===== src/design/tmcs_pkg.sv =====
// Shared types and constants for the texture mip chain size unit.
`default_nettype none

package tmcs_pkg;

   // Dimension width after wrap; the lane count and the sum widths below follow from it.
   localparam int DIM_BITS = 16;

   localparam int EXP_W   = 4;
   localparam int DIR_W   = 16;
   localparam int FMT_W   = 4;
   localparam int ALIGN_W = 5;
   localparam int SIZE_W  = 32;

   // One lane per mip level, base level included; lanes padded to whole groups.
   localparam int NUM_LEVELS      = DIM_BITS + 1;
   localparam int LANES_PER_GROUP = 4;
   localparam int NUM_GROUPS      = (NUM_LEVELS + LANES_PER_GROUP - 1) / LANES_PER_GROUP;
   localparam int NUM_LANES       = NUM_GROUPS * LANES_PER_GROUP;

   localparam int LVL_W = 2 * DIM_BITS;            // one level's pixel count
   localparam int GRP_W = LVL_W + 2;               // sum of one lane group
   localparam int PIX_W = 2 * DIM_BITS + 1;        // whole chain, below 4/3 of base
   localparam int ALN_W = ((PIX_W > 31) ? PIX_W : 31) + 1;  // after 2^31 alignment
   localparam int CUB_W = ALN_W + 3;               // after six faces
   localparam int BYT_W = CUB_W + 2;               // after 32 bpp / 8

   localparam int MIN_LEVEL_PIXELS = 16;           // compressed block floor

   localparam int PIPE_DEPTH = 6;                  // accept edge to result strobe

   // Configuration port.
   localparam int CFG_ADDR_W = 3;
   localparam int CFG_DATA_W = 32;
   localparam logic REG_CUBE_ALIGN = 1'b0;         // register index, paddr[2]

   // Format codes.
   localparam logic [FMT_W-1:0] FMT_DXT1            = 4'd0;
   localparam logic [FMT_W-1:0] FMT_LAST_COMPRESSED = 4'd2;
   localparam logic [FMT_W-1:0] FMT_LAST_8BIT       = 4'd5;
   localparam logic [FMT_W-1:0] FMT_FIRST_32BIT     = 4'd6;
   localparam logic [FMT_W-1:0] FMT_LAST_32BIT      = 4'd7;
   localparam logic [FMT_W-1:0] FMT_FIRST_16BIT     = 4'd8;
   localparam logic [FMT_W-1:0] FMT_LAST_16BIT      = 4'd10;
   localparam logic [FMT_W-1:0] FMT_FIRST_NONE      = 4'd11;

   typedef enum logic [2:0] {
      BPP_NONE,
      BPP_4,
      BPP_8,
      BPP_16,
      BPP_32
   } bpp_type;

   typedef struct packed {
      logic [EXP_W-1:0] width_exp;
      logic [EXP_W-1:0] height_exp;
      logic [DIR_W-1:0] width_minus_one;
      logic [DIR_W-1:0] height_minus_one;
      logic [FMT_W-1:0] format_code;
      logic             full_mips;
      logic             cubemap;
   } req_type;

   typedef struct packed {
      logic [SIZE_W-1:0] size_bytes;
      logic              too_large;
   } rsp_type;

   typedef struct packed {
      logic                valid;
      logic [DIM_BITS-1:0] width;
      logic [DIM_BITS-1:0] height;
      logic                compressed;
      logic                full_mips;
      logic                cubemap;
      bpp_type             bpp;
   } dims_type;

   typedef struct packed {
      logic             valid;
      logic [PIX_W-1:0] pixels;
      logic             cubemap;
      bpp_type          bpp;
   } pix_type;

   typedef struct packed {
      logic    valid;
      logic    cubemap;
      bpp_type bpp;
   } ctl_type;

endpackage

`default_nettype wire


===== src/design/tmcs_scale.sv =====
// Stages 5-6: cubemap alignment and six faces, then bytes per format with saturation.
`default_nettype none

module tmcs_scale
   import tmcs_pkg::*;
(
   input  wire logic               clock,
   input  wire logic               reset,
   input  wire pix_type            pix,
   input  wire logic [ALIGN_W-1:0] cube_align_log2,
   output      logic               rsp_strobe,
   output      rsp_type            rsp_item
);

   logic [CUB_W-1:0] count_ff;
   logic [CUB_W-1:0] count_in;
   ctl_type          ctl5_ff;
   logic             strobe_ff;
   rsp_type          rsp_ff;
   rsp_type          rsp_in;

   always_comb begin
      logic [ALN_W-1:0] mask;
      logic [ALN_W-1:0] aligned;
      mask    = (ALN_W'(1) << cube_align_log2) - ALN_W'(1);
      aligned = (ALN_W'(pix.pixels) + mask) & ~mask;
      if (pix.cubemap) begin
         count_in = (CUB_W'(aligned) << 2) + (CUB_W'(aligned) << 1);
      end else begin
         count_in = CUB_W'(pix.pixels);
      end
   end

   always_comb begin
      logic [BYT_W-1:0] bytes;
      case (ctl5_ff.bpp)
         BPP_4:   bytes = BYT_W'(count_ff >> 1);
         BPP_8:   bytes = BYT_W'(count_ff);
         BPP_16:  bytes = BYT_W'(count_ff) << 1;
         BPP_32:  bytes = BYT_W'(count_ff) << 2;
         default: bytes = '0;
      endcase
      rsp_in.too_large  = |bytes[BYT_W-1:SIZE_W];
      rsp_in.size_bytes = rsp_in.too_large ? '1 : bytes[SIZE_W-1:0];
   end

   always_ff @(posedge clock) begin
      if (reset) begin
         ctl5_ff.valid <= 1'b0;
         strobe_ff     <= 1'b0;
      end else begin
         ctl5_ff.valid <= pix.valid;
         strobe_ff     <= ctl5_ff.valid;
      end
   end

   always_ff @(posedge clock) begin
      count_ff        <= count_in;
      ctl5_ff.cubemap <= pix.cubemap;
      ctl5_ff.bpp     <= pix.bpp;
      rsp_ff          <= rsp_in;
   end

   assign rsp_strobe = strobe_ff;
   assign rsp_item   = rsp_ff;

endmodule

`default_nettype wire


===== config.mk =====
export PLATFORM = sky130hd
export DESIGN_NAME = tmcs_scale
export DESIGN_NICKNAME = d
export VERILOG_FILES = /design/src/design/tmcs_pkg.sv /design/src/design/tmcs_scale.sv
export SDC_FILE = /design/constraint.sdc
export NUM_CORES = 1
export LEC_CHECK = 0
export BUFFER_PORTS_ARGS = -buffer_cell sky130_fd_sc_hd__buf_4
export CELL_PAD_IN_SITES_DETAIL_PLACEMENT = 1
export CELL_PAD_IN_SITES_GLOBAL_PLACEMENT = 2
export CORE_MARGIN = 4
export CORE_UTILIZATION = 35
export CTS_CLUSTER_SIZE = 25
export DETAILED_ROUTE_END_ITERATION = 10
export PLACE_DENSITY = 0.93
export SYNTH_ARGS = -nofsm -noshare
export SYNTH_HDL_FRONTEND = slang
export SYNTH_SLANG_ARGS = --single-unit

===== constraint.sdc =====
create_clock -name clock -period 8.4 [get_ports clock]
set_clock_uncertainty 0.15 [all_clocks]
set_input_delay 1.68 -clock clock [delete_from_list [all_inputs] [get_ports clock]]
set_output_delay 1.68 -clock clock [all_outputs]
set_load 0.01 [all_outputs]

### Word level (Yosys, flattened, before mapping)

Cells that the tools add are included.

* input port bits: 45
* word-level logic and storage cells: 20
* flip-flop bits (word level): 75
* output and inout bits: 34

* shifts and indexed selects: 1
* bitwise logic cells: 2
* add/subtract/negate cells: 3
* mux-type cells: 2
* equality and inequality tests: 4
* reduce and logical (&&, ||, !) cells: 1

Operators with widths (count)
* 39-bit case mux with 4 select lines: 1
* 36-bit by 35-bit adder with 37-bit output: 1
* 33-bit by 34-bit adder with 34-bit output: 1
* 34-bit bitwise AND: 1
* 34-bit NOT: 1
* 1-bit by 5-bit << shifter with 34-bit output (first input constant): 1
* 34-bit by 2-bit subtractor with 34-bit output (second input constant): 1
* 33-bit 2-to-1 mux: 1
* 7-bit OR reduction: 1
* 3-bit by 2-bit == test with 1-bit output (second input constant): 2
* 3-bit by 1-bit == test with 1-bit output (second input constant): 1
* 3-bit == test (second input constant): 1

### Depth between registers and ports, before layout

* depth in word-level cells: 6
* depth in mapped cells: 33
* mapped depth without buffers: 31

### Worst setup path after synthesis

No wires, ideal clock.

* path type: input port to flip-flop
* start: input port cube_align_log2[4]
* end: register count_ff[35]
* arrival: 7420 ps
* stages: 30
* setup time: 64 ps
* buffers on the path: 2
* path slack: 766 ps
* data required time: 8186 ps
* path through: buf_2 -> nor2_2 -> nand3_1 -> ha_1 -> clkbuf_1 -> nor2_1 -> a31oi_1 -> o21ai_0 -> ha_1 -> o21ai_0 -> o21ai_1 -> a21oi_2 -> o21ai_0 -> nand3_1 -> o221ai_1 -> xnor2_1 -> nor2_1 -> ha_1 -> nand2_1 -> o21ai_1 -> o31a_1 -> a311o_1 -> a21oi_4 -> a21oi_2 -> or2_4 -> a311oi_4 -> a21oi_2 -> o2111a_1 -> or4_1 -> nand4_1

* cells in the longest elaborated chain, start to end: 5
* elaborated cells on any way between the ends: 6
* classes of those cells: add/sub (3); shift (1); bitwise (2)

Ends and longest elaborated chain
* start: declaration: RTL line tmcs_scale.sv:10 `input wire logic [ALIGN_W-1:0] cube_align_log2,`
* 1-bit by 5-bit << shifter with 34-bit output *: RTL line tmcs_scale.sv:25 `mask = (ALN_W'(1) << cube_align_log2) - ALN_W'(1);`
* 34-bit by 2-bit subtractor with 34-bit output *: RTL line tmcs_scale.sv:25
* 33-bit by 34-bit adder with 34-bit output / 34-bit NOT (equally long branches): RTL line tmcs_scale.sv:26 `aligned = (ALN_W'(pix.pixels) + mask) & ~mask;`
* 34-bit bitwise AND *: RTL line tmcs_scale.sv:26
* 36-bit by 35-bit adder with 37-bit output *: RTL line tmcs_scale.sv:28 `count_in = (CUB_W'(aligned) << 2) + (CUB_W'(aligned) << 1);`
* end signal: assignment: RTL line tmcs_scale.sv:58 `count_ff <= count_in;`
* end: declaration: RTL line tmcs_scale.sv:15 `logic [CUB_W-1:0] count_ff;`

Every way passes the cells marked *; elsewhere a longest branch is shown, timed or not.
A chain may end at the register's enable or synchronous reset.

### Worst setup path after layout

* start: input port cube_align_log2[1]
* end: register count_ff[35]

Same word-level chain as after synthesis.

==> results.md <==
- Status: complete, no violations
- Clock power frac: 25.0%
- Final setup TNS: 0 ns
- Relative slew margins: between 20 and 30%
- Clk root buf: clkbuf_16
- Gate power share: between 40% and 50%
- Die area: 21,600 um^2
- Fmax: 128 MHz
- Leakage: approximately 3.4 nW
- Post-synth EDFFs: 0
- Layout Cells excl Fill: roughly 1,200
- H-tree depth: 3
- Reg2Reg Setup Slack: 5.97 ns
- Worst-Margin Slew: between 1 and 1.5 ns
- Multiplexer share of the synthesized area: about 4.6%
- Synth Area in XOR/XNOR: ~6.6%
- CP Capture Type: register
- # placed instances: roughly 1,200
- Post-layout util: 42.1%
- Hold Path Stages: 1
- CP Data Required Time: about 8.5 ns
- Psw: between 0.0005 and 0.0006 W
- Metal3 WL: approximately 850 um
- RR Startpoint: count_ff[33]
- Max-Cap Viols: 0
- Post-synth ARST share: 0%
- Gate Count Post-Synth: about 870
- Row count: 50
- Setup violations, final: 0
- Post-Synth Adder-Cell Area: between 10 and 15%
- Final hold violation count: 0
- Pint: between 0.001 and 0.0015 W
- Drt total wl: 22,000 um
- Post-Synth Simple-Gate Area: between 10% and 20%
- Mapped Area: 6740 um^2
- CTS hold repair buffers: 0
- Initial antenna violation count: 0
- DRC errors left: 0
- Slack of the critical path: between 0.5 and 0.6 ns
- Layout area overhead: 17.4%
- Crit-path slowest cell: or4_1
- Hold Path Class: register to register
- Max clock buf depth: 2
- ANT cells: 0
- Pin count of the biggest net entering global routing: 48
- Max-slew violations: 0
- Sequential area share after synthesis: about 22%
- Fill cell count: 2,286
- Highest Signal Layer: met4
- IO Count: approximately 80
- CTS tree: yes
- Top_reg_cell synth: dfxtp_1
- Inserted Clock Buffers: 9
- Tmin final: just under 8 ns
- DR WL met2: a little under 10,000 um
- Switching share of power: a little over a third
- FF+latch count, synth: between 70 and 80
- HPWL Detailed: roughly 18,000 um
- Area share of the leading cell type in the synthesized netlist: roughly 22%
- Worst-path clk slew: around 0.06 ns
- Final antenna-violating net count: 0
- Synth cell types: 74
- Area of the core: about 19,000 um^2
- Seq pwr share: between 30 and 40%
- Largest cells by area after synthesis: dfxtp_1 (22%), ha_1 (12%), a22oi_1 (6.7%), a21oi_1 (4.9%), xnor2_1 (4.7%)
- Initial Utilization: 35.8%
- Hold endpoint: rsp_strobe
- Fin crit share: between 90% and 100%
- Worst skew pair latency: ~0.33 ns
- Final Net Count: about 1,000
- Share of cells above drive strength 1: between 10% and 20%
- Pre-Repair DR Iteration Count: 5
- WL per Instance: between 15 and 20 um
- First-pass GRT wire length: roughly 35,000 um
- IO Port Bufs: roughly 80
- Worst VDD drop: around 0.00010 V
- Pre-CTS setup slack: around 0.19 ns
- Vias per cell: 5.69
- Synth Area per Inst: 7.76 um^2
- Chip height: 147 um
- RSZ-0062 raised after global routing: no
- Top fanout value on the critical path: 18
- Compound-cell area share of the yosys netlist: a little under a third
- Vias in the first global route: between 6,000 and 7,000
- Worst EP arrival: 7.94 ns
- Setup CP Type: input pin to register
- Total gr overflow: 0
- Largest family of logic cells by synthesized area: compound AO/OA/AOI/OAI gates
- CP Launch Type: input pin
- Pwr/cell area: about 210 nW/um^2
- RePlAce Congestion: around 1
- Vias: just under 7,000
- M1 WL: approximately 11,000 um
- Die width: roughly 150 um
- Commonest non-fill, non-tap cells in the layout: buf_4 (87), nor2_1 (82), dfxtp_1 (75)
- RR Endpoint: rsp_item[1]
- Leading area contributor after synthesis: dfxtp_1
- Commonest non-fill, non-tap cell in the layout: buf_4
- R2R depth: 6
- Total track usage: approximately 20%
- CP peak stage delay: 0.52 ns
- 1st-iter DRT viols: approximately 390
- Clock sink count: 75
- Synth warn: 0
- Hold path start: ctl5_ff[4]
## cell families after synthesis
group / Yosys count
buffers and inverters: 68
xor gates and xnor gates: 51
and+or+nand+nor: 268
adders and majority gates: 68
DFF: 75
other: 1
muxes: 28
AOI/OAI and AO/OA: 310
## layer usage
metal / GRT usage (%) / vias up
met2: 32.2 / 146
li1: - / 3351
met1: 28.4 / 3264
met5: 0 / -
met3: 2.16 / 23
met4: 5.36 / 0
## Yosys cell counts, types with 3 or more instances
library cell and instances:
o31ai_1 4, o21bai_1 9, o21ai_1 12, and3_1 5
or4_1 3, and2_1 6, nor2b_1 8, nor2_1 82
buf_2 3, nor4_1 3, nor3_1 13, nand3_1 47
a211oi_1 9, o211ai_1 8, o22ai_1 4, ha_1 65
o21ai_0 44, xor2_1 15, nand4_1 5, or3_1 3
mux2_2 23, a21o_1 23, inv_1 26, a21oi_2 6
mux2i_1 5, dfxtp_1 75, xnor2_1 36, a22oi_1 60
o21a_1 19, buf_1 3, a21oi_1 66, nor3b_1 5
o32ai_1 3, a31oi_1 14, nand2b_1 13, clkbuf_1 34
nand2_1 62
## critical path, delay by kind of cell
family          cells  cell delay [ns]
compound gates     15             2.97
simple gates        9             1.71
fa+ha+maj           3             1.06
buf+inv             2             0.38
xor+xnor            1             0.16
## timing repair
action | 4_1_cts | 5_1_grt
endpoints found under the setup margin | 0 | 1
buffers inserted | 0 | 0
gates resized for setup | 0 | 1
## how the worst max path moves through the flow
stage | slack (ns) | cells past startpoint | to | start
after floorplan | 0.77 | 30 | count_ff[35] | cube_align_log2[4]
after global placement | 0.39 | 30 | count_ff[35] | cube_align_log2[1]
after detailed placement | 0.19 | 30 | count_ff[35] | cube_align_log2[1]
after CTS | 0.52 | 30 | count_ff[35] | cube_align_log2[1]
after global routing | 0.10 | 29 | count_ff[35] | cube_align_log2[1]
final | 0.58 | 30 | count_ff[35] | cube_align_log2[1]
## final cells by class
class                      count  area, um^2  share of cell area, %
clock buffer                  12         256                   3.24
clock inverter                 4        72.6                  0.916
inverter                      28         105                   1.33
multi-input combinational    727        5000                   63.2
sequential                    75        1500                   19.0
tap                          260         325                   4.11
timing repair buffer          87         653                   8.25
## registers in the layout (all words and copies together), names as in the netlist
| register | flops |
|---|---|
| count_ff | 37 |
| ctl5_ff | 4 |
| rsp_strobe | 1 |
| rsp_item | 33 |
## metrics by stage
stage                     hold WS, ns  area [um^2]  power [W]
final                           0.346         7920    0.00163
after global routing            0.363         7920    0.00175
after CTS                       0.369         7920    0.00164
after detailed placement        0.338         7590    0.00122
after global placement          0.283         7590    0.00121
after floorplan                 0.264         6750   0.000994
## power groups by stage
| stage | clock network (W) | registers (W) | logic, W |
|---|---|---|---|
| 6_report | 0.000409 | 0.000503 | 0.000723 |
| 5_1_grt | 0.000435 | 0.000516 | 0.000799 |
| 4_1_cts | 0.000416 | 0.000503 | 0.000720 |
| 3_5_place_dp | 0 | 0.000508 | 0.000713 |
| 3_3_place_gp | 0 | 0.000505 | 0.000702 |
| 2_1_floorplan | 0 | 0.000514 | 0.000480 |
Note: power is estimated with default switching activity, not from simulation.
