## config.mk

```make
export PLATFORM = sky130hd
export DESIGN_NAME = tmcs_decode
export DESIGN_NICKNAME = d
export VERILOG_FILES = /design/src/design/tmcs_pkg.sv /design/src/design/tmcs_decode.sv
export SDC_FILE = /design/constraint.sdc
export NUM_CORES = 1
export LEC_CHECK = 0
export BUFFER_PORTS_ARGS = -buffer_cell sky130_fd_sc_hd__clkbuf_2
export CORE_ASPECT_RATIO = 1.25
export CORE_UTILIZATION = 35
export CTS_BUF_LIST = sky130_fd_sc_hd__clkbuf_8
export DETAILED_ROUTE_END_ITERATION = 8
export GPL_TIMING_DRIVEN = 0
export PLACE_DENSITY = 0.68
export SYNTH_ARGS = -nofsm -noshare
export SYNTH_HDL_FRONTEND = slang
export SYNTH_SLANG_ARGS = --single-unit
```

## constraint.sdc

```tcl
create_clock -name clock -period 2.6 [get_ports clock]
set_clock_uncertainty 0.15 [all_clocks]
set_input_delay 0.39 -clock clock [delete_from_list [all_inputs] [get_ports clock]]
set_output_delay 0.39 -clock clock [all_outputs]
set_load 0.05 [all_outputs]
```

## src/design/tmcs_pkg.sv

```systemverilog
// Shared types and constants for the texture mip chain size unit.
`default_nettype none

package tmcs_pkg;

   // Dimension width after wrap; the lane count and the sum widths below follow from it.
   localparam int DIM_BITS = 16;

   localparam int EXP_W   = 4;
   localparam int DIR_W   = 16;
   localparam int FMT_W   = 4;
   localparam int ALIGN_W = 5;
   localparam int SIZE_W  = 32;

   // One lane per mip level, base level included; lanes padded to whole groups.
   localparam int NUM_LEVELS      = DIM_BITS + 1;
   localparam int LANES_PER_GROUP = 4;
   localparam int NUM_GROUPS      = (NUM_LEVELS + LANES_PER_GROUP - 1) / LANES_PER_GROUP;
   localparam int NUM_LANES       = NUM_GROUPS * LANES_PER_GROUP;

   localparam int LVL_W = 2 * DIM_BITS;            // one level's pixel count
   localparam int GRP_W = LVL_W + 2;               // sum of one lane group
   localparam int PIX_W = 2 * DIM_BITS + 1;        // whole chain, below 4/3 of base
   localparam int ALN_W = ((PIX_W > 31) ? PIX_W : 31) + 1;  // after 2^31 alignment
   localparam int CUB_W = ALN_W + 3;               // after six faces
   localparam int BYT_W = CUB_W + 2;               // after 32 bpp / 8

   localparam int MIN_LEVEL_PIXELS = 16;           // compressed block floor

   localparam int PIPE_DEPTH = 6;                  // accept edge to result strobe

   // Configuration port.
   localparam int CFG_ADDR_W = 3;
   localparam int CFG_DATA_W = 32;
   localparam logic REG_CUBE_ALIGN = 1'b0;         // register index, paddr[2]

   // Format codes.
   localparam logic [FMT_W-1:0] FMT_DXT1            = 4'd0;
   localparam logic [FMT_W-1:0] FMT_LAST_COMPRESSED = 4'd2;
   localparam logic [FMT_W-1:0] FMT_LAST_8BIT       = 4'd5;
   localparam logic [FMT_W-1:0] FMT_FIRST_32BIT     = 4'd6;
   localparam logic [FMT_W-1:0] FMT_LAST_32BIT      = 4'd7;
   localparam logic [FMT_W-1:0] FMT_FIRST_16BIT     = 4'd8;
   localparam logic [FMT_W-1:0] FMT_LAST_16BIT      = 4'd10;
   localparam logic [FMT_W-1:0] FMT_FIRST_NONE      = 4'd11;

   typedef enum logic [2:0] {
      BPP_NONE,
      BPP_4,
      BPP_8,
      BPP_16,
      BPP_32
   } bpp_type;

   typedef struct packed {
      logic [EXP_W-1:0] width_exp;
      logic [EXP_W-1:0] height_exp;
      logic [DIR_W-1:0] width_minus_one;
      logic [DIR_W-1:0] height_minus_one;
      logic [FMT_W-1:0] format_code;
      logic             full_mips;
      logic             cubemap;
   } req_type;

   typedef struct packed {
      logic [SIZE_W-1:0] size_bytes;
      logic              too_large;
   } rsp_type;

   typedef struct packed {
      logic                valid;
      logic [DIM_BITS-1:0] width;
      logic [DIM_BITS-1:0] height;
      logic                compressed;
      logic                full_mips;
      logic                cubemap;
      bpp_type             bpp;
   } dims_type;

   typedef struct packed {
      logic             valid;
      logic [PIX_W-1:0] pixels;
      logic             cubemap;
      bpp_type          bpp;
   } pix_type;

   typedef struct packed {
      logic    valid;
      logic    cubemap;
      bpp_type bpp;
   } ctl_type;

endpackage

`default_nettype wire

```

## src/design/tmcs_decode.sv

```systemverilog
// Stage 1: resolve base dimensions, compression and bits per pixel.
`default_nettype none

module tmcs_decode
   import tmcs_pkg::*;
(
   input  wire logic     clock,
   input  wire logic     reset,
   input  wire logic     in_valid,
   input  wire req_type  req,
   output      dims_type dims
);

   dims_type dims_ff;
   dims_type dims_in;
   logic     direct;

   always_comb begin
      direct          = (req.width_minus_one != '0) || (req.height_minus_one != '0);
      dims_in.valid   = in_valid;
      if (direct) begin
         dims_in.width  = req.width_minus_one[DIM_BITS-1:0] + DIM_BITS'(1);
         dims_in.height = req.height_minus_one[DIM_BITS-1:0] + DIM_BITS'(1);
      end else begin
         // exponents of DIM_BITS or more shift the one out
         dims_in.width  = DIM_BITS'(1) << req.width_exp;
         dims_in.height = DIM_BITS'(1) << req.height_exp;
      end
      dims_in.compressed = (req.format_code <= FMT_LAST_COMPRESSED);
      dims_in.full_mips  = req.full_mips;
      dims_in.cubemap    = req.cubemap;
      if (req.format_code == FMT_DXT1) begin
         dims_in.bpp = BPP_4;
      end else if (req.format_code <= FMT_LAST_8BIT) begin
         dims_in.bpp = BPP_8;
      end else if (req.format_code inside {[FMT_FIRST_32BIT:FMT_LAST_32BIT]}) begin
         dims_in.bpp = BPP_32;
      end else if (req.format_code inside {[FMT_FIRST_16BIT:FMT_LAST_16BIT]}) begin
         dims_in.bpp = BPP_16;
      end else begin
         dims_in.bpp = BPP_NONE;
      end
   end

   always_ff @(posedge clock) begin
      if (reset) begin
         dims_ff.valid <= 1'b0;
      end else begin
         dims_ff <= dims_in;
      end
   end

   assign dims = dims_ff;

endmodule

`default_nettype wire

```

# Yosys cells after proc, flatten, opt, wreduce, memory -nomap -nowiden
# Index checks and enable logic that the tools add are counted.
[totals]
inputBits = 49
output_inout_bits = 39
reg_bits = 39
word_cells = 29
[op_classes]
shift = 2
addsub = 2
muxes = 4
reduce_logical = 7
n_lt_le_gt_ge = 6
[op_table]
columns = ["op", "count"]
rows = [
  ["16-bit by 1-bit adder with 16-bit output, second input constant", 2],
  ["32-bit two-way mux", 1],
  ["16-bit nonzero test", 2],
  ["1-bit by 4-bit left shift with 16-bit output, first input constant", 2],
  ["4-bit by 3-bit <= comparator with 1-bit output, second input constant", 2],
  ["4-bit by 3-bit greater-or-equal comparator with 1-bit output, second input constant", 1],
  ["4-bit greater-or-equal comparator, second input constant", 1],
  ["4-bit by 2-bit <= comparator with 1-bit output, second input constant", 1],
  ["4-bit <= comparator, second input constant", 1],
  ["4-bit logical NOT", 1],
  ["2-bit two-way mux", 2],
  ["3-bit two-way mux", 1],
  ["1-bit logical AND", 2],
  ["2-bit OR reduction", 1],
  ["1-bit logical OR", 1],
]

# Depth between registers and ports, before layout
# Gate-level depths: netlist of the first run.
[depth]
depth_word = 5
depth_mapped = 7
ltp_nobuf = 6

# Worst setup path before layout of the first run
# No wires, ideal clock.
[synth_timing]
kind = "input port to flip-flop"
startpoint = "input req[22] in the netlist's numbering"
endpoint = "register dims_ff, in the netlist dims[23] (data pin)"
n_path_buf = 1
arrival_ns = 1.717
slack_ns = 0.474
path_stages = 7
setup_time_ns = 0.260
required_ns = 2.190
path_cell_list = "inv_1 ha_1 or4b_1 nor3_2 nand4_2 buf_4 mux2_2"
[synth_rtl]
columns = ["element", "line", "source"]
rows = [
  ["start: declaration", "tmcs_decode.sv:10", "input wire req_type req,"],
  ["end signal: assignment", "tmcs_decode.sv:49", "dims_ff <= dims_in;"],
  ["end: declaration", "tmcs_decode.sv:14", "dims_type dims_ff;"],
]

==> results.py, run 1 <==
metrics = {
    "outcome": {
        "status": "finished, final reports clean",
    },
    "power_and_ir_drop": {
        "internal_power_w": 0.001141,
        "p_sw_w": 0.0005303,
        "pwr-share-seq_pct": 45.6,
        "power_frac_comb_pct": 25.0,
        "leakagePower_nw": 1.120,
        "pwr-share-clk_pct": 29.4,
        "switching_share_pct": 31.74,
        "power.density_nw_per_um2": 570.0,
        "vdd_drop_max_v": 0.0002706,
    },
    "cts": {
        "cts_hold_buf": 0,
        "cts.sinks": 39,
        "clock_path_buffers": 2,
        "clk_pin_slew_ns": 0.07,
        "cts_tree": "built",
        "post_cts_buffers": 0,
        "cts_inserted_buffers": 5,
        "htree_levels": 2,
        "cts-root-buf": "clkbuf_8",
        "cts_resized": 0,
    },
    "synthesis": {
        "synth-simple-area-share_pct": 21.17,
        "syn_area_um2": 2263,
        "synthMuxAreaShare_pct": 2.875,
        "synth-xor-area-share_pct": 10.45,
        "ys_types": 34,
        "syn_avg_cell_area_um2": 11.21,
        "synth_warnings": 0,
        "synth_compound_area_share_pct": 9.950,
        "post_synth_fa_ha_maj_area_fraction_pct": 2.211,
        "synth-seq-cells": 39,
        "synthFlopType": "edfxtp_1",
        "synth-edff-count": 38,
        "synth_top_family_by_area": "simple AND/OR/NAND/NOR gates",
        "synth_fp_nets": 255,
        "yosysSeqAreaShare_pct": 51.30,
        "ys_async_sr_fraction_pct": 0,
        "netlist_instances": 202,
    },
    "placed_design": {
        "gp_congestion": 0.8627,
        "hpwl_mm": 4.256,
        "portBuffers": 86,
        "place_area_um2": 2800,
    },
    "route": {
        "met2WireLength_mm": 2.562,
        "viasPerCell": 4.953,
        "route.met3.wl_um": 263,
        "dr.pass1.iters": 4,
        "post_drt_wl_per_cell_um": 13.69,
        "drt_iter0_drc": 45,
        "drt_wl_total_mm": 5.229,
        "num_vias": 1892,
        "ant_nets": 0,
        "top_layer": "met4",
        "drc": 0,
        "wl_met1_mm": 2.311,
    },
    "sta": {
        "fmax_mhz": 438.5,
        "setup_violations": 0,
        "hold_violations": 0,
        "layout_min_cycle_time_ns": 2.281,
        "fin_crit_sh_pct": 87.72,
        "fin_setup_tns_ns": 0,
        "rsz0062_at_grt": "no",
        "relSlewSlack_pct": 69.90,
        "tightest_slew_ns": 0.4474,
        "slew_violations": 0,
    },
    "floorplanning": {
        "core_area_um2": 6206,
        "die_area_um2": 6794,
        "start_util_pct": 36.47,
        "rows": 32,
        "die-width_um": 73.93,
        "die_h_um": 91.91,
        "io_pins": 88,
    },
    "setup_path": {
        "crit_path_top_delay_cell": "or4b_1",
        "worstSetupEndpointType": "flop",
        "path_max_fanout": 10,
        "worstPathCellList": "clkbuf_2 -> inv_1 -> ha_1 -> or4b_1 -> nor3_2 -> nand4_2 -> buf_4 -> o41ai_1",
        "worstPathRequired_ns": 2.49,
        "arrival_ns": 2.17,
        "cp-start-kind": "primary input",
        "cp_slowest_stage_delay_ns": 0.45,
        "critPathKind": "in -> reg",
    },
    "global_route": {
        "grt_max_degree": 39,
        "antenna_found_initial": 0,
        "overflow": 0,
        "grt_pass1_wl_mm": 8.031,
        "grt_usage_pct": 15.48,
        "grt_pass1_vias": 1722,
    },
    "finish": {
        "areaGrowthSynthToFinish_pct": 29.52,
        "drive_gt1_share_pct": 34.68,
        "stdcell_area_um2": 2932,
        "largest_reg_flops": 39,
        "layout.nets": 349,
        "antenna_cells": 0,
    },
    "min_path": {
        "min_path_cells": 2,
        "min_path_type": "in -> reg",
        "hold_path_end": "dims[38]$_SDFF_PP0_",
        "min_from": "reset",
    },
    "run": {
        "max_cap_violations": 0,
    },
}
[cell usage after synthesis, drive strengths merged, types with 3 or more instances]
master | instances | share of area (%)
edfxtp | 38 | 50
xnor2 | 19 | 7.4
o31ai | 18 | 6.0
nand2 | 17 | 2.8
nor4 | 13 | 3.6
nand4 | 10 | 3.0
nor2 | 9 | 1.5
nor3 | 9 | 2.2
nand2b | 8 | 2.2
xor2 | 8 | 3.1
inv | 7 | 1.2
nand3 | 7 | 1.5
o41ai | 7 | 2.7
ha | 4 | 2.2
mux2 | 4 | 2.0
nor4b | 3 | 1.2
[routing by layer]
metal	track usage (%)	vias to the layer above
li1	-	980
met1	18.96	839
met2	26.21	66
met3	2.747	7
met4	6.250	0
met5	0	-
[cell type report]
type,count,area [um^2]
Inverter,7,26.28
Timing Repair Buffer,87,450.4
Buffer,4,20.02
Clock buffer,5,68.82
Clock inverter,3,42.54
Multi-Input combinational cell,152,1056
Tap cell,85,106.4
Sequential cell,39,1161
Fill cell,597,3274
[power groups by stage]
stage | combinational [W] | sequential, W | clock, W
after floorplan | 0.0000867 | 0.000964 | 0
after global placement | 0.000410 | 0.000777 | 0
after detailed placement | 0.000414 | 0.000778 | 0
after CTS | 0.000416 | 0.000764 | 0.000503
after global routing | 0.000442 | 0.000767 | 0.000524
final | 0.000418 | 0.000762 | 0.000492
[cell families after synthesis]
logic type | Yosys count
buffers and inverters | 11
multiplexers | 6
XOR/XNOR | 27
AND/OR/NAND/NOR | 85
AO/OA/AOI/OAI | 30
flip-flops | 39
adder cells (fa/ha/maj) | 4
[placed cells by master (no fill, tap or decap), types with 3 or more instances in the layout]
| master | n |
|---|---|
| nand3_1 | 7 |
| nor3_1 | 8 |
| o41ai_1 | 7 |
| mux2_2 | 4 |
| nor2_1 | 9 |
| clkbuf_8 | 5 |
| ha_1 | 4 |
| xnor2_1 | 19 |
| o31ai_1 | 18 |
| nor4b_1 | 3 |
| edfxtp_1 | 38 |
| nand4_1 | 9 |
| nor4_1 | 13 |
| clkbuf_2 | 86 |
| xor2_1 | 8 |
| nand2_1 | 17 |
| inv_1 | 6 |
| nand2b_1 | 8 |
[critical path: cells and delay by family]
| kind | cells | cell delay, ns |
|---|---|---|
| AOI/OAI and AO/OA | 1 | 0.43 |
| adders and majority gates | 1 | 0.13 |
| and+or+nand+nor | 3 | 0.77 |
| buffers and inverters | 3 | 0.46 |
[how the worst max path moves through the flow]
stage | startpoint | endpoint | slack [ns] | depth (start not counted)
floorplan | req[22] | dims[23]$_DFFE_PN_ | 0.47 | 7
CTS | req[22] | dims[15]$_DFFE_PN_ | 0.32 | 8
global placement | req[22] | dims[14]$_DFFE_PN_ | 0.06 | 8
global route | req[22] | dims[15]$_DFFE_PN_ | 0.21 | 8
detailed placement | req[22] | dims[15]$_DFFE_PN_ | 0.01 | 8
finish | req[22] | dims[15]$_DFFE_PN_ | 0.32 | 8
[per-stage QoR]
| stage | cells | utilization [%] | hold slack (ns) | power (W) | worst slack (ns) |
|---|---|---|---|---|---|
| CTS | 381 | 46.92 | 0.1150 | 0.001683 | 0.3186 |
| floorplan | 202 | - | 0.3116 | 0.001050 | 0.4737 |
| finish | 382 | 47.24 | 0.1326 | 0.001671 | 0.3193 |
| global placement | 373 | 45.12 | 0.4173 | 0.001188 | 0.06142 |
| detailed placement | 373 | 45.12 | 0.4189 | 0.001192 | 0.01293 |
| global route | 382 | 47.24 | 0.1200 | 0.001733 | 0.2065 |
No activity file was read; power rests on OpenSTA's default activity.
==> run 2: changes to the inputs <==
==> constraint.sdc (replaced) <==
create_clock -name clock -period 2.3 [get_ports clock]
set_clock_uncertainty 0.15 [all_clocks]
set_input_delay 0.345 -clock clock [delete_from_list [all_inputs] [get_ports clock]]
set_output_delay 0.345 -clock clock [all_outputs]
set_load 0.05 [all_outputs]
==> results.py, run 2 (synthesis gave the netlist of run 1 again) <==
metrics = {
    "outcome": {
        "status": "finished, final reports clean",
    },
    "power_and_ir_drop": {
        "pwr-share-seq_pct": 45.6,
        "vdd_drop_max_v": 0.0003060,
        "p_sw_w": 0.0006003,
        "pwr-share-clk_pct": 29.3,
        "leakagePower_nw": 1.127,
        "internal_power_w": 0.001290,
        "power_frac_comb_pct": 25.1,
        "switching_share_pct": 31.76,
        "power.density_nw_per_um2": 641.6,
    },
    "floorplanning": {
        "die_h_um": 91.91,
        "io_pins": 88,
        "start_util_pct": 36.47,
        "die-width_um": 73.93,
        "core_area_um2": 6206,
        "die_area_um2": 6794,
        "rows": 32,
    },
    "sta": {
        "fin_crit_sh_pct": 96.53,
        "hold_violations": 0,
        "setup_violations": 0,
        "tightest_slew_ns": 0.4474,
        "hold_slack_ns": 0.08761,
        "relSlewSlack_pct": 69.90,
        "fmax_mhz": 450.4,
        "slew_violations": 0,
        "layout_min_cycle_time_ns": 2.220,
        "setup_slack_ns": 0.07991,
    },
    "setup_path": {
        "critPathKind": "in -> reg",
        "arrival_ns": 2.12,
        "crit_start": "req[22]",
        "worstSetupEndpointType": "flop",
        "path_max_fanout": 10,
        "worstPathCellList": "clkbuf_2 -> inv_1 -> ha_1 -> or4b_1 -> nor3_2 -> nand4_2 -> buf_4 -> o41ai_1",
        "worstPathRequired_ns": 2.20,
        "cp-start-kind": "primary input",
        "cp_slowest_stage_delay_ns": 0.45,
        "crit_path_top_delay_cell": "or4b_1",
    },
    "finish": {
        "n_fill_cell": 592,
        "drive_gt1_share_pct": 35.35,
        "final_cell_mix": "clkbuf_2 (86), edfxtp_1 (38), xnor2_1 (19), o31ai_1 (18), nand2_1 (17)",
        "stdcell_area_um2": 2947,
        "largest_reg_flops": 39,
        "layout.cells.most_common": "clkbuf_2",
        "layout.nets": 349,
        "areaGrowthSynthToFinish_pct": 30.18,
        "antenna_cells": 0,
    },
    "run": {
        "max_cap_violations": 0,
    },
    "route": {
        "num_vias": 1918,
        "dr.pass1.iters": 4,
        "drc": 0,
        "viasPerCell": 5.021,
        "drt_iter0_drc": 54,
        "post_drt_wl_per_cell_um": 13.75,
        "ant_nets": 0,
        "drt_wl_total_mm": 5.253,
    },
    "cts": {
        "clk_pin_slew_ns": 0.07,
        "cts.sinks": 39,
        "cts_inserted_buffers": 5,
        "cts_hold_buf": 0,
        "cts_tree": "built",
        "cts-root-buf": "clkbuf_8",
        "htree_levels": 2,
        "clock_path_buffers": 2,
    },
    "placed_design": {
        "place_ws_ns": -0.2421,
        "place_area_um2": 2800,
        "portBuffers": 86,
        "gp_congestion": 0.8627,
        "hpwl_mm": 4.256,
    },
    "global_route": {
        "grt_usage_pct": 15.48,
        "antenna_found_initial": 0,
        "grt_max_degree": 39,
        "overflow": 0,
        "grt_pass1_wl_mm": 8.031,
        "grt_pass1_vias": 1722,
    },
    "min_path": {
        "min_path_type": "in -> reg",
        "min_from": "reset",
    },
}
[run 2: cell counts in the layout (fill, tap and decap cells not counted)]
No cell type changed its count.
[run 2: power by group through the flow]
stage / registers (W) / logic (W) / clock network [W]
2_1_floorplan: 0.00109 / 0.0000981 / 0
3_3_place_gp: 0.000879 / 0.000464 / 0
3_5_place_dp: 0.000879 / 0.000469 / 0
4_1_cts: 0.000864 / 0.000470 / 0.000569
5_1_grt: 0.000867 / 0.000502 / 0.000592
6_report: 0.000861 / 0.000475 / 0.000555
[run 2: final timing paths]
path,to,slack (ns),depth (start not counted)
setup / recovery,dims[12]$_DFFE_PN_,0.08,8
hold / removal,dims[38]$_SDFF_PP0_,0.09,2
[run 2: layout make-up]
type | instances | area [um^2] | area share (%)
Timing Repair Buffer | 87 | 450.4 | 15.29
Clock buffer | 5 | 68.82 | 2.335
Clock inverter | 3 | 42.54 | 1.444
Buffer | 4 | 20.02 | 0.6794
Sequential cell | 39 | 1161 | 39.41
Multi-Input combinational cell | 152 | 1071 | 36.35
Inverter | 7 | 26.28 | 0.8917
Tap cell | 85 | 106.4 | 3.609
[run 2: repair_timing]
item	in CTS	in global routing
buffers inserted	0	0
setup endpoints to repair	0	2
resized for setup	0	2
[run 2: metrics by stage]
stage	TNS [ns]	util (%)	total power, W	cells
2_1_floorplan	0	-	0.001187	202
3_3_place_gp	-1.415	45.12	0.001342	373
3_5_place_dp	-2.156	45.12	0.001348	373
4_1_cts	0	46.92	0.001903	381
5_1_grt	-0.008635	47.48	0.001961	382
6_report	0	47.48	0.001890	382
[run 2: critical path, delay by kind of cell]
kind,cells,cell delay (ns)
compound gates,1,0.41
buf+inv,3,0.46
simple gates,3,0.77
fa+ha+maj,1,0.13
[run 2: per-layer routing]
| metal | GRT usage (%) | up-vias | wire length [um] | share of wire [%] |
|---|---|---|---|---|
| met1 | 18.96 | 847 | 2302 | 44 |
| met3 | 2.747 | 9 | 267 | 5.1 |
| met2 | 26.21 | 82 | 2576 | 49 |
| met4 | 6.250 | 0 | 107 | 2.0 |
| met5 | 0 | - | 0 | 0 |
| li1 | - | 980 | - | - |
