File: src/design/tmcs_pkg.sv
// Shared types and constants for the texture mip chain size unit.
`default_nettype none

package tmcs_pkg;

   // Dimension width after wrap; the lane count and the sum widths below follow from it.
   localparam int DIM_BITS = 16;

   localparam int EXP_W   = 4;
   localparam int DIR_W   = 16;
   localparam int FMT_W   = 4;
   localparam int ALIGN_W = 5;
   localparam int SIZE_W  = 32;

   // One lane per mip level, base level included; lanes padded to whole groups.
   localparam int NUM_LEVELS      = DIM_BITS + 1;
   localparam int LANES_PER_GROUP = 4;
   localparam int NUM_GROUPS      = (NUM_LEVELS + LANES_PER_GROUP - 1) / LANES_PER_GROUP;
   localparam int NUM_LANES       = NUM_GROUPS * LANES_PER_GROUP;

   localparam int LVL_W = 2 * DIM_BITS;            // one level's pixel count
   localparam int GRP_W = LVL_W + 2;               // sum of one lane group
   localparam int PIX_W = 2 * DIM_BITS + 1;        // whole chain, below 4/3 of base
   localparam int ALN_W = ((PIX_W > 31) ? PIX_W : 31) + 1;  // after 2^31 alignment
   localparam int CUB_W = ALN_W + 3;               // after six faces
   localparam int BYT_W = CUB_W + 2;               // after 32 bpp / 8

   localparam int MIN_LEVEL_PIXELS = 16;           // compressed block floor

   localparam int PIPE_DEPTH = 6;                  // accept edge to result strobe

   // Configuration port.
   localparam int CFG_ADDR_W = 3;
   localparam int CFG_DATA_W = 32;
   localparam logic REG_CUBE_ALIGN = 1'b0;         // register index, paddr[2]

   // Format codes.
   localparam logic [FMT_W-1:0] FMT_DXT1            = 4'd0;
   localparam logic [FMT_W-1:0] FMT_LAST_COMPRESSED = 4'd2;
   localparam logic [FMT_W-1:0] FMT_LAST_8BIT       = 4'd5;
   localparam logic [FMT_W-1:0] FMT_FIRST_32BIT     = 4'd6;
   localparam logic [FMT_W-1:0] FMT_LAST_32BIT      = 4'd7;
   localparam logic [FMT_W-1:0] FMT_FIRST_16BIT     = 4'd8;
   localparam logic [FMT_W-1:0] FMT_LAST_16BIT      = 4'd10;
   localparam logic [FMT_W-1:0] FMT_FIRST_NONE      = 4'd11;

   typedef enum logic [2:0] {
      BPP_NONE,
      BPP_4,
      BPP_8,
      BPP_16,
      BPP_32
   } bpp_type;

   typedef struct packed {
      logic [EXP_W-1:0] width_exp;
      logic [EXP_W-1:0] height_exp;
      logic [DIR_W-1:0] width_minus_one;
      logic [DIR_W-1:0] height_minus_one;
      logic [FMT_W-1:0] format_code;
      logic             full_mips;
      logic             cubemap;
   } req_type;

   typedef struct packed {
      logic [SIZE_W-1:0] size_bytes;
      logic              too_large;
   } rsp_type;

   typedef struct packed {
      logic                valid;
      logic [DIM_BITS-1:0] width;
      logic [DIM_BITS-1:0] height;
      logic                compressed;
      logic                full_mips;
      logic                cubemap;
      bpp_type             bpp;
   } dims_type;

   typedef struct packed {
      logic             valid;
      logic [PIX_W-1:0] pixels;
      logic             cubemap;
      bpp_type          bpp;
   } pix_type;

   typedef struct packed {
      logic    valid;
      logic    cubemap;
      bpp_type bpp;
   } ctl_type;

endpackage

`default_nettype wire

File: src/design/tmcs_csr.sv
// Configuration register file: cubemap alignment register on an APB-style port.
`default_nettype none

module tmcs_csr
   import tmcs_pkg::*;
(
   input  wire logic                  clock,
   input  wire logic                  reset,
   input  wire logic                  psel,
   input  wire logic                  penable,
   input  wire logic                  pwrite,
   input  wire logic [CFG_ADDR_W-1:0] paddr,
   input  wire logic [CFG_DATA_W-1:0] pwdata,
   output      logic [CFG_DATA_W-1:0] prdata,
   output      logic                  pready,
   output      logic [ALIGN_W-1:0]    cube_align_log2
);

   logic [ALIGN_W-1:0] cube_align_ff;
   logic [ALIGN_W-1:0] cube_align_in;
   logic               reg_hit;

   assign reg_hit = (paddr[2] == REG_CUBE_ALIGN);

   always_comb begin
      cube_align_in = cube_align_ff;
      if (psel && penable && pwrite && reg_hit) begin
         cube_align_in = pwdata[ALIGN_W-1:0];
      end
   end

   always_ff @(posedge clock) begin
      if (reset) begin
         cube_align_ff <= '0;
      end else begin
         cube_align_ff <= cube_align_in;
      end
   end

   assign prdata          = reg_hit ? CFG_DATA_W'(cube_align_ff) : '0;
   assign pready          = 1'b1;
   assign cube_align_log2 = cube_align_ff;

endmodule

`default_nettype wire

File: config.mk
export PLATFORM = sky130hd
export DESIGN_NAME = tmcs_csr
export DESIGN_NICKNAME = d
export VERILOG_FILES = /design/src/design/tmcs_pkg.sv /design/src/design/tmcs_csr.sv
export SDC_FILE = /design/constraint.sdc
export NUM_CORES = 1
export LEC_CHECK = 0
export ABC_CLOCK_PERIOD_IN_PS = 1130
export BUFFER_PORTS_ARGS = -buffer_cell sky130_fd_sc_hd__buf_2
export CORE_UTILIZATION = 30
export DETAILED_ROUTE_END_ITERATION = 8
export PLACE_DENSITY = 0.84
export SLEW_MARGIN = 40
export SYNTH_ARGS = -nofsm -noshare
export SYNTH_HDL_FRONTEND = slang
export SYNTH_SLANG_ARGS = --single-unit
export TNS_END_PERCENT = 50
File: constraint.sdc
create_clock -name clock -period 1.13 [get_ports clock]
set_input_delay 0.226 -clock clock [delete_from_list [all_inputs] [get_ports clock]]
set_output_delay 0.226 -clock clock [all_outputs]
set_load 0.02 [all_outputs]
* Word-level counts from Yosys, hierarchy flattened
Index checks and enable logic that the tools add are counted. Widths: inputs -> output; s select.
Cells by class: divide/modulo/power cells 0, reduce and logical (&&, ||, !) cells 3, multipliers 0, $add $sub $neg 0, bitwise logic cells 1, multiplexer cells 1, equality and inequality tests 0, $lt $le $gt $ge 0, shift operators 0
Operators by type and width (count):
- $mux 5 | 1
- $logic_and 1x1->1 | 3
- $not 1->1 | 1
Storage, ports and cells: bits in latches 0, bits of input ports 40, memories kept 0, bits in read-only memories 0, bits in registers 5, RAM bits 0

* Depth between registers and ports, before layout
Gate-level depths: netlist of run 1.
depth after elaboration 3, depth in mapped cells 3, mapped depth without buffers 2

* Worst setup path after synthesis of run 1
OpenSTA, ideal clock, no wires.
path type register -> output, from register cube_align_ff[0], in the netlist cube_align_log2[0], to output prdata[0], data arrival time 0.667 ns, cell stages (with the launch flop) 2, data required time 0.904 ns, setup slack 0.237 ns, path through dfxtp_1 and2b_2
Between the ends: longest elaborated chain between the ends 1
RTL lines:
- from (decl) | RTL line tmcs_csr.sv:19 | logic [ALIGN_W-1:0] cube_align_ff;
- from (signal assigned) | RTL line tmcs_csr.sv:36 | cube_align_ff <= cube_align_in;
- $mux 5 | RTL line tmcs_csr.sv:40 | assign prdata = reg_hit ? CFG_DATA_W'(cube_align_ff) : '0;
- to (decl) | RTL line tmcs_csr.sv:14 | output logic [CFG_DATA_W-1:0] prdata,
No other way between the ends.

* Worst setup path in the final report of run 1
from register cube_align_ff[1], in the netlist cube_align_log2[1], to output prdata[1]
The elaborated chain is that of the path after synthesis.

==> qor.yml, run 1 <==
outcome: "finished, final reports clean"
reg2reg_to: "cube_align_log2[0]"
dieHeight_um: 42.64
rsz0062_at_grt: "yes"
yosys_warnings: 0
p_clk_share_pct: 39.8
final_antenna_net_count: 0
p_leak_uw: 0.0003149
synth_compound_area_share_pct: 0
grt_pass1_vias: 248
largest_reg_flops: 5
cts-root-buf: "clkbuf_4"
clk_path_buf_depth: 2
comb_power_share_pct: 26.0
slew_violations: 0
end_kind: "output pin"
place_congestion: 0.6884
endpoint: "prdata[1]"
routed_via_density: 3.526
drt-initial-drc-count: 1
pin_count: 78
vdd_drop_max_v: 0.0002747
synth_top_family_by_area: "buffers and inverters"
hold_path_class: "input port to flop"
drtPass1Iterations: 2
synth.distinct_cells: 8
r2r_setup_slack_ns: 0.55
nets: 120
port_buffers: 20
cts-htree-levels: 1
grt_antenna_before_repair: 0
cp.arrival_ns: 0.89
period_needed_ns: 1.115
rr_worst_depth: 2
cp.required_ns: 0.90
switching_power_uw: 189.4
final_area_sq_um: 544.3
final_core_util_pct: 35.71
syn_avg_cell_area_sq_um: 8.693
die_w_um: 42.64
clkSinkCount: 5
synth.area.mux_share_pct: 10.10
core_sq_mm: 0.001524
maxCapViolations: 0
post-route-period-util_pct: 98.65
fin_skew_ns: 0
p_int_uw: 348.0
insertedDiodeCount: 0
hold_viol: 0
dieArea_sq_mm: 0.001818
dpl_cell_area_sq_um: 499.2
grt_max_degree: 11
critPathLaunchType: "flop"
seqPwrFrac_pct: 34.2
hpwl_um: 628.7
clock_latency_ns: 0.24
setup_viol: 0
timing.fmax_mhz: 897.1
totalWireLength_um: 731
grt_pass1_wl_mm: 1.035
synth-xor-area-share_pct: 0
synthSimpleGateAreaFrac_pct: 23.48
path_clk_slew_ns: 0.05
drive_gt1_share_pct: 40.51
power_density_mw_per_mm2: 987.3
seq_area_frac_synth_pct: 20.20
cts_tree: "done"
ys_ff_latch: 5
via_count: 335
path_class: "flop to output pin"
syn2layout_area_growth_pct: 9.849
numCtsBuffers: 3
cp_max_fo: 3
initial_core_util_pct: 32.51
wl_per_cell_um: 7.695
syn_area_sq_um: 495.5
yosys.area_share.adder_pct: 0
grt_remaining_overflow: 0
syn_inst: 57
swShare_pct: 35.24
grtUsageTotal_pct: 8.084
worstReg2RegStart: "cube_align_log2[0]"
num_rows: 14
cp-startpoint: "cube_align_log2[1]"
drc: 0
[metrics by stage]
stage | total power, uW | std cells | setup WS [ns] | hold slack, ns | setup TNS (ns)
after global routing | 562.8 | 95 | -0.01186 | 0.2495 | -0.02692
after detailed placement | 324.7 | 91 | 0.1048 | 0.4785 | 0
after floorplan | 371.0 | 83 | 0.2371 | 0.3807 | 0
after global placement | 322.7 | 91 | 0.1352 | 0.4655 | 0
final | 537.4 | 95 | 0.01528 | 0.2373 | 0
after CTS | 540.7 | 95 | 0.001857 | 0.2345 | 0
[cell usage in the layout (no fill, tap or decap), drive strengths merged]
cell type,n
and4b,1
buf,21
mux2i,5
dfxtp,5
and2b,5
nand2b,10
conb,28
clkbuf,4
[how the worst min path moves through the flow]
stage | depth (start not counted) | end | startpoint | slack (ns)
floorplan | 2 | cube_align_log2[0] | pwdata[0] | 0.38
global placement | 2 | cube_align_log2[2] | cube_align_log2[2] | 0.47
detailed placement | 2 | cube_align_log2[4] | cube_align_log2[4] | 0.48
CTS | 3 | cube_align_log2[0] | pwdata[0] | 0.23
global route | 3 | cube_align_log2[1] | pwdata[1] | 0.25
finish | 3 | cube_align_log2[0] | pwdata[0] | 0.24
[cells in the mapped netlist]
| library cell | n | share of area [%] |
|---|---|---|
| buf_4 | 28 | 42 |
| dfxtp_1 | 5 | 20 |
| and2b_2 | 5 | 8.8 |
| buf_6 | 1 | 2.3 |
| mux2i_1 | 5 | 10 |
| conb_1 | 2 | 1.5 |
| and4b_1 | 1 | 2.0 |
| nand2b_1 | 10 | 13 |
[cell families (layout without fill, tap and decap cells)]
| family | Yosys count | count (layout) |
|---|---|---|
| buffers and inverters | 29 | 25 |
| AND/OR/NAND/NOR | 16 | 16 |
| flip-flops | 5 | 5 |
| multiplexers | 5 | 5 |
| other | 2 | 28 |
[power groups by stage]
stage | logic [uW] | registers [uW] | clock network (uW)
floorplan | 180 | 191 | 0
global placement | 136 | 186 | 0
detailed placement | 138 | 187 | 0
CTS | 138 | 184 | 219
global route | 151 | 184 | 228
finish | 140 | 184 | 214
[area by class of cell]
type	instances	area, sq um
flip-flops and latches	5	103.9
multi-input cells	49	271.5
repair buffers	21	122.6
well taps	16	20.02
clock buffers	4	26.28
fillers	174	979.7
[timing repair]
action,in CTS,in global routing
resized for setup,2,6
setup endpoints to repair,1,5
buffers inserted,0,0
hold buffers,0,0
[critical path: stages, from the launching register on]
cell,delay [ns]
dfxtp_2,0.32
and2b_2,0.18
buf_4,0.15
[layer usage]
layer	routed length (um)	vias up	GRT usage [%]
met5	0	-	0
li1	-	162	-
met4	0	0	3.750
met1	265	144	7.254
met2	369	29	13.33
met3	97	0	6.034
Note: power is estimated with default switching activity, not from simulation.
==> run 2: changes to the inputs <==
- RECOVER_POWER: unset -> 50
- REMOVE_ABC_BUFFERS: unset -> 1
==> run 2 against run 1 <==
  * Non-clock buffer count rose by 1
  * Worst hold slack is essentially flat
  * Utilization up 0.16 points
  * First-iteration DRC count stayed put
  * Sequential share of layout area decreased by 0.087 points
  * Global-route usage increased by 0.63 points
  * Fmax is 0.51% higher
  * Largest cell class unchanged
==> qor.yml, run 2 (synthesized netlist as in run 1, its figures left out) <==
hold_end: "cube_align_log2[3]"  # was cube_align_log2[0]
core_sq_mm: 0.001524  # unchanged
cp.required_ns: 0.90  # about the same
place_congestion: 0.6281  # was 0.6884
whs_path_depth: 3  # unchanged
rr_worst_depth: 2  # unchanged
r2r_setup_slack_ns: 0.54  # was 0.55 ns
hold_path_class: "input port to flop"  # unchanged
rsz0062_at_grt: "yes"  # unchanged
dieHeight_um: 42.64  # unchanged
cts-htree-levels: 1  # unchanged
cp.arrival_ns: 0.88  # was 0.89 ns
cts_tree: "done"  # unchanged
post-place-ws_ns: 0.09952  # was 0.1048 ns
critPathLaunchType: "flop"  # unchanged
grt_remaining_overflow: 0  # unchanged
slew_violations: 0  # unchanged
hp-start: "pwdata[3]"  # was pwdata[0]
total_power_uw: 535.9  # was 537.4 uW
syn2layout_area_growth_pct: 10.35  # was 9.849%
numCtsBuffers: 3  # unchanged
layout_common_cells: "conb_1, buf_2, nand2b_1"  # unchanged
port_buffers: 20  # unchanged
drive_gt1_share_pct: 37.50  # was 40.51%
totalWireLength_um: 768  # was 731 um
largest_reg_flops: 5  # unchanged
path_clk_slew_ns: 0.05  # about the same
seqCellArea_sq_um: 103.9  # unchanged
cp_max_fo: 3  # unchanged
final_antenna_net_count: 0  # unchanged
period_needed_ns: 1.109  # was 1.115 ns
busiest_layer: "met2"  # unchanged
place_inst: 92  # was 91
end_kind: "output pin"  # unchanged
multiInputGateArea_sq_um: 271.5  # unchanged
timing.fmax_mhz: 901.6  # was 897.1 MHz
fin_skew_ns: 0  # unchanged
worstReg2RegStart: "cube_align_log2[4]"  # was cube_align_log2[0]
grt_max_degree: 11  # unchanged
maxCapViolations: 0  # unchanged
gr-usage-met3_pct: 3.017  # was 6.034%
final_core_util_pct: 35.88  # was 35.71%
fin_ws_ns: 0.02088  # was 0.01528 ns
final_common_cell: "conb_1"  # unchanged
pin_count: 78  # unchanged
grtUsageMet1_pct: 7.552  # was 7.254%
power_density_mw_per_mm2: 980.1  # was 987.3 mW/mm^2
via_count: 345  # was 335
hpwl_um: 650.5  # was 628.7 um
fillers: 176  # was 174
post-cts-setup-buffers: 0  # unchanged
grt_antenna_before_repair: 0  # unchanged
p_leak_uw: 0.0003099  # was 0.0003149 uW
nets: 121  # was 120
use_met2_pct: 15.45  # was 13.33%
grt_pass1_wl_mm: 1.145  # was 1.035 mm
grtUsageTotal_pct: 8.715  # was 8.084%
wl_per_cell_um: 8.000  # was 7.695 um
outcome: "finished, final reports clean"  # unchanged
die_w_um: 42.64  # unchanged
stdcell_count: 96  # was 95
drtPass1Iterations: 2  # unchanged
setup_viol: 0  # unchanged
clk_path_buf_depth: 2  # unchanged
clock_latency_ns: 0.24  # about the same
path_class: "flop to output pin"  # unchanged
drc: 0  # unchanged
drt-initial-drc-count: 1  # unchanged
reg2reg_to: "cube_align_log2[4]"  # was cube_align_log2[0]
grt_pass1_vias: 289  # was 248
cts-root-buf: "clkbuf_4"  # unchanged
vdd_drop_max_v: 0.0006399  # was 0.0002747 V
hold_viol: 0  # unchanged
post-route-period-util_pct: 98.15  # was 98.65%
initial_core_util_pct: 32.51  # unchanged
routed_via_density: 3.594  # was 3.526
postCtsHoldBufs: 0  # unchanged
clkSinkCount: 5  # unchanged
num_rows: 14  # unchanged
insertedDiodeCount: 0  # unchanged
dieArea_sq_mm: 0.001818  # unchanged
run 2: layer usage:
metal / part of all wire (%) / routed length (um) / vias to the layer above
met4: 2.9 / 22 / 0
li1: - / - / 167
met2: 51 / 394 / 26
met5: 0 / 0 / -
met3: 10 / 80 / 4
met1: 35 / 271 / 148
run 2: worst max-delay path by stage:
stage / startpoint / endpoint / slack [ns]
detailed placement: paddr[2] / cube_align_log2[4] / 0.1
global placement: paddr[2] / cube_align_log2[1] / 0.14
floorplan: cube_align_log2[0] / prdata[0] / 0.24
CTS: cube_align_log2[3] / prdata[3] / 0.0003
finish: cube_align_log2[3] / prdata[3] / 0.02
global route: cube_align_log2[4] / prdata[4] / -0.007
run 2: cell type report:
cell class / instances / area share, %
sequential: 5 / 18.99
multi-input combinational: 49 / 49.66
clock buffer: 4 / 4.805
timing repair buffer: 22 / 22.88
tap: 16 / 3.661
run 2: where the power goes:
| group | switching (uW) | leakage, uW | internal [uW] |
|---|---|---|---|
| logic | 107 | 0.000253 | 32.2 |
| clock network | 78.6 | 0.0000150 | 134 |
| registers | 2.53 | 0.0000419 | 181 |
| total | 189 | 0.000310 | 347 |
run 2: repair_timing:
action / in CTS / in global routing
gates resized for setup: 2 / 7
endpoints found under the setup margin: 1 / 5
hold endpoints to repair: 0 / 0
gates cloned: 0 / 0
run 2: per-stage QoR:
stage	TNS [ns]	hold WS (ns)	instance area [sq um]
final	0	0.2373	546.8
after global routing	-0.01176	0.2458	546.8
after CTS	0	0.2329	536.8
after detailed placement	0	0.4740	506.7
after global placement	0	0.4652	506.7
after floorplan	0	0.3807	371.6
run 2: worst max-delay path, stage by stage, from the launching register on:
cell	delay, ns
dfxtp_2	0.32
and2b_2	0.19
buf_6	0.13
==> run 3: changes to the inputs <==
- PLACE_DENSITY: 0.84 -> 0.92
==> run 3 against run 2 <==
  * Fmax fell by 0.54%
  * Utilization fell by 0.74 points
  * Sequential share of layout area is 0.40 points higher
  * Final cell count down 2.1%
  * Power shrank 1.4%
  * Global-route usage decreased by 0.72 points
  * Highest routed layer is now met3
  * Critical path depth did not move
  * First-iteration DRC count rose to 5.0 times the previous value
==> qor.yml, run 3 (synthesized netlist as in run 1, its figures left out) <==
fin_skew_ns: 0  # unchanged
setup_viol: 0  # unchanged
power_density_mw_per_mm2: 986.4  # was 980.1 mW/mm^2
syn2layout_area_growth_pct: 8.081  # was 10.35%
nets: 119  # was 121
cp.required_ns: 0.90  # about the same
rr_worst_depth: 2  # unchanged
port_buffers: 20  # unchanged
clock_latency_ns: 0.24  # about the same
dpl_cell_area_sq_um: 491.7  # was 506.7 sq um
pin_count: 78  # unchanged
clkSinkCount: 5  # unchanged
path_class: "flop to output pin"  # unchanged
whs_path_depth: 3  # unchanged
post-place-ws_ns: -0.01651  # was 0.09952 ns
cp.arrival_ns: 0.89  # was 0.88 ns
maxCapViolations: 0  # unchanged
vdd_drop_max_v: 0.0004113  # was 0.0006399 V
slew_violations: 0  # unchanged
via_count: 333  # was 345
cp_max_fo: 3  # unchanged
layout_common_cells: "conb_1, buf_2, nand2b_1"  # unchanged
end_kind: "output pin"  # unchanged
post-cts-setup-buffers: 0  # unchanged
post-route-period-util_pct: 98.68  # was 98.15%
clk_path_buf_depth: 2  # unchanged
grt_pass1_vias: 252  # was 289
cts-root-buf: "clkbuf_4"  # unchanged
critPathLaunchType: "flop"  # unchanged
period_needed_ns: 1.115  # was 1.109 ns
total_power_uw: 528.2  # was 535.9 uW
dieArea_sq_mm: 0.001818  # unchanged
fin_ws_ns: 0.01488  # was 0.02088 ns
largest_reg_flops: 5  # unchanged
outcome: "finished, final reports clean"  # unchanged
num_rows: 14  # unchanged
core_sq_mm: 0.001524  # unchanged
insertedDiodeCount: 0  # unchanged
grt_remaining_overflow: 0  # unchanged
grt_max_degree: 11  # unchanged
totalWireLength_um: 697  # was 768 um
tns_ns: 0  # unchanged
path_clk_slew_ns: 0.04  # was 0.05 ns
drive_gt1_share_pct: 38.46  # was 37.50%
drc: 0  # unchanged
cts_tree: "done"  # unchanged
final_area_sq_um: 535.5  # was 546.8 sq um
die_w_um: 42.64  # unchanged
rsz0062_at_grt: "yes"  # unchanged
grt_antenna_before_repair: 0  # unchanged
final_antenna_net_count: 0  # unchanged
dieHeight_um: 42.64  # unchanged
grt_pass1_wl_mm: 1.035  # was 1.145 mm
p_leak_uw: 0.0003068  # was 0.0003099 uW
drt-initial-drc-count: 5  # was 1
hold_viol: 0  # unchanged
cts-htree-levels: 1  # unchanged
hold_path_class: "input port to flop"  # unchanged
place_congestion: 0.6334  # was 0.6281
drtPass1Iterations: 4  # was 2
numCtsBuffers: 3  # unchanged
initial_core_util_pct: 32.51  # unchanged
routed_via_density: 3.543  # was 3.594
hpwl_um: 611.4  # was 650.5 um
grtUsageTotal_pct: 7.996  # was 8.715%
final_common_cell: "conb_1"  # unchanged
timing.fmax_mhz: 896.8  # was 901.6 MHz
wl_per_cell_um: 7.415  # was 8.000 um
run 3: worst max-delay path: stages (launching register included):
cell     delay, ns
dfxtp_1       0.31
and2b_2       0.19
buf_4         0.15
run 3: stage by stage:
stage / utilization [%] / hold slack (ns) / instances
2_1_floorplan: - / 0.3807 / 54
3_3_place_gp: 32.27 / 0.4642 / 90
3_5_place_dp: 32.27 / 0.4780 / 90
4_1_cts: 33.99 / 0.2357 / 94
5_1_grt: 35.14 / 0.2460 / 94
6_report: 35.14 / 0.2357 / 94
run 3: metal layers:
layer / GRT usage (%) / vias up / share of wire, %
met4: 3.750 / 0 / 0
li1: - / 160 / -
met2: 13.33 / 33 / 51
met3: 4.310 / 0 / 14
met5: 0 / - / 0
met1: 8.031 / 140 / 35
run 3: worst paths after layout:
check	from	endpoint	slack (ns)
worst max-delay path	cube_align_log2[0]	prdata[0]	0.01
worst max register to register	cube_align_log2[2]	cube_align_log2[2]	0.54
worst min-delay path	pwdata[1]	cube_align_log2[1]	0.24
worst min register to register	cube_align_log2[3]	cube_align_log2[3]	0.47
run 3: cell type report:
type	instances	area [sq um]
multi-input combinational	49	271.5
sequential	5	103.9
clock buffer	4	26.28
timing repair buffer	20	113.9
tap	16	20.02
fill	170	988.4
run 3: what timing repair did:
| item | in CTS | in global routing |
|---|---|---|
| gates resized for setup | 0 | 8 |
| hold buffers | 0 | 0 |
| setup endpoints to repair | 0 | 5 |
run 3: report_power, final:
part	switching (uW)	total, uW	internal, uW
registers	2.56	184	181
clock network	72.8	206	133
logic	107	138	31.3
total	182	528	346
